### config.mk
export PLATFORM = sky130hd
export DESIGN_NAME = vfc_ram
export DESIGN_NICKNAME = d
export VERILOG_FILES = /design/src/sv/vfc_ram.sv
export SDC_FILE = /design/constraint.sdc
export NUM_CORES = 2
export LEC_CHECK = 0
export ABC_AREA = 1
export BUFFER_PORTS_ARGS = -buffer_cell sky130_fd_sc_hd__clkbuf_2
export CAP_MARGIN = 25
export CORE_ASPECT_RATIO = 1.25
export CORE_MARGIN = 3
export CORE_UTILIZATION = 35
export DETAILED_ROUTE_END_ITERATION = 6
export PLACE_DENSITY = 0.53
export SLEW_MARGIN = 20
export SYNTH_ARGS = -nofsm -noshare
export SYNTH_HDL_FRONTEND = slang
export SYNTH_SLANG_ARGS = --single-unit
### constraint.sdc
create_clock -name clk -period 2.05 [get_ports clk]
set_input_delay 0.3075 -clock clk [delete_from_list [all_inputs] [get_ports clk]]
set_output_delay 0.3075 -clock clk [all_outputs]
set_load 0.05 [all_outputs]
### src/sv/vfc_ram.sv
// ----------------------------------------------------------------------------
// vfc_ram: generic single-port RAM
// One read or write per cycle at one address, registered read data.
// ----------------------------------------------------------------------------
module vfc_ram #(
  parameter int WIDTH = 8,
  parameter int DEPTH = 256
) (
  input  logic                     clk,
  input  logic                     we,
  input  logic [$clog2(DEPTH)-1:0] addr,
  input  logic [WIDTH-1:0]         wdata,
  output logic [WIDTH-1:0]         rdata
);

  logic [WIDTH-1:0] mem [DEPTH];

  always_ff @(posedge clk) begin
    if (we) begin
      mem[addr] <= wdata;
    end
    rdata <= mem[addr];
  end

endmodule

==> impl_metrics.ini <==
[timing]
min_period_over_period_pct = 95.07
layout_setup_ws_ns = 0.1010
final-setup-viol-count = 0
hold_violations = 0
worst_clock_skew_ns = 0.05037
fmax_mhz = 513.1
worstMarginPinSlew_ns = 0.8335
hold_slack_ns = 0.1793
drv_slew = 0
tns_ns = 0
maxSlewHeadroom_pct = 44.43
post-route-min-period_ns = 1.949

[worst_setup_path]
path_common_cell = nand2_1
crit_required_ns = 2.78
crit_start = mem[31][5]
max_stage_delay_ns = 0.36
path_cells = nand2_1 -> nand2_1 -> nand2_1 -> nand2_1 -> nand2_1 -> nand2_1 -> o21ai_1 -> nand2_1 -> nor2_1 -> nor2_1 -> nor2_1 -> nand2_1
reg2reg_depth = 12
r2r_slack_ns = 0.10
startpoint_type = flip-flop
worst-setup-path-type = flip-flop to flip-flop
r2r_end = rdata[5]
path_max_fanout = 1
cp_data_arrival_time_ns = 2.68
endpoint_kind = flip-flop
reg2reg_from = mem[31][5]
crit_path_top_delay_cell = edfxtp_1
endpoint = rdata[5]

[cells_and_area]
drive_above_1_share_pct = 12.43
postLayoutCoreUtil_pct = 42.11
final_cells = 11850
final_cell_mix = nand2_1 (4757), edfxtp_1 (2048), buf_4 (534), nor2_1 (309), clkbuf_16 (207)
syn_to_final_growth_pct = 19.33
layout.nets = 8564
fin_area_sq_mm = 0.1013
mostFrequentLayoutCell = nand2_1

[min_path]
hold_path_class = primary input to flip-flop
holdCritStartpoint = we

[detailed_routing]
postRouteWirelength_mm = 246.2
via_count = 56860
remaining_drc_errors = 0
dr.pass1.iters = 5
postRouteAntennaNets = 0
routed_wire_length_per_instance_microns = 20.78
viasPerCell = 4.799
drtIter0Drc = 4691

[logic_synthesis]
synth.distinct_cells = 18
ys_seq_area_share_pct = 72.66
ys_ff_latch = 2056
postSynthCellCount = 8021
syn-cell-area_sq_mm = 0.08486
avgSynthCellArea_sq_um = 10.58
synth_nets = 8039
yosysWarningCount = 0

[die]
die_h_microns = 556.5
fp.dieW_microns = 446.4
row_count = 201
ios = 26
start_util_pct = 35.29
die-area_sq_mm = 0.2484
core-area_sq_mm = 0.2404

[clock_network]
cts_sinks = 2056
insertion_delay_ns = 0.86
cts_buffer_depth = 4
clk_pin_slew_ns = 0.06
cts_inserted_buffers = 204
cts_setup_buffers = 0
cts_root_buf = clkbuf_16
tritoncts = built
htree_num_levels = 4

[place]
portBuffers = 25
place_hpwl_mm = 159.8
dp_cells = 11480
dp_slack_ns = -0.6633
place_area_sq_mm = 0.09474
gp_congestion = 0.8852

[pwr]
p_leak_nw = 40.62
finalPower_mw = 88.99
peakVddDrop_v = 0.0007812
power.density_mw_per_mm2 = 878.8

[global_routing]
grt_pass1_vias = 56040
grt.total_usage_pct = 19.54
grt_pass1_wl_mm = 364.9
antenna_found_initial = 9
grt-ovfl-total = 0
grt_start_max_net_pins = 103

[job]
cap_violations = 0

[run_status]
outcome = finished, final reports clean
==> registers in the layout (all words and copies together) (netlist names) <==
| signal | cells |
|---|---|
| mem | 2048 |
| rdata | 8 |
==> synthesized netlist by cell type <==
cell type	count	area [sq um]
buf_4	6	45.04
inv_4	2	12.51
clkbuf_1	170	638.1
nand2_4	1	11.26
a21oi_1	32	160.2
inv_1	31	116.4
buf_6	7	78.83
nand3_1	188	940.9
dfxtp_1	8	160.2
inv_2	2	7.510
edfxtp_1	2048	61500
nand2_1	4770	17900
nor2_1	361	1355
buf_2	182	910.9
buf_1	52	195.2
o21ai_0	41	205.2
o21ai_1	119	595.6
nor2_8	1	20.02
==> where the power goes <==
part | leakage [nW] | switching (mW) | internal, mW
Combinational | 19.1 | 4.22 | 1.72
Clock | 3.09 | 15.8 | 20.8
Sequential | 18.5 | 0.110 | 46.3
==> routing by layer <==
layer | global-route usage, % | routed length (microns)
met1 | 24.36 | 100800
met2 | 35.36 | 127100
met3 | 2.186 | 10650
met4 | 6.043 | 7662
met5 | 0 | 30
==> logic make-up after synthesis <==
group           synth area share (%)
flops                          72.66
compound gates                 1.132
simple gates                   23.84
buf+inv                        2.362
==> worst min path at each step <==
stage	cells after the start	slack, ns	to
2_1_floorplan	0	0.41	mem[0][0]
3_3_place_gp	1	0.65	mem[64][3]
3_5_place_dp	1	0.65	mem[64][3]
4_1_cts	3	0.12	mem[184][6]
5_1_grt	3	0.18	mem[184][1]
6_report	3	0.18	mem[184][6]
==> timing repair <==
item / 4_1_cts / 5_1_grt
gates cloned: 0 / 0
pin swaps: 0 / 1
endpoints found under the setup margin: 7 / 7
hold endpoints to repair: 240 / 0
resized for setup: 14 / 15
hold buffers: 8 / 0
==> critical path: cells and delay by family, from the launching register on <==
| family | cells | cell delay (ns) |
|---|---|---|
| AND/OR/NAND/NOR | 11 | 1.29 |
| flip-flops | 1 | 0.36 |
| AO/OA/AOI/OAI | 1 | 0.15 |
==> final cells by class <==
cell class                      instances  area, sq um
Multi-Input combinational cell       5513        21400
Clock inverter                        113         1033
Clock buffer                          247         5330
Timing Repair Buffer                  736         7710
Antenna cell                            3        7.507
Sequential cell                      2056        61670
Fill cell                           22760       139200
Tap cell                             3146         3936
Inverter                               35        165.2
Note: power is estimated with default switching activity, not from simulation.
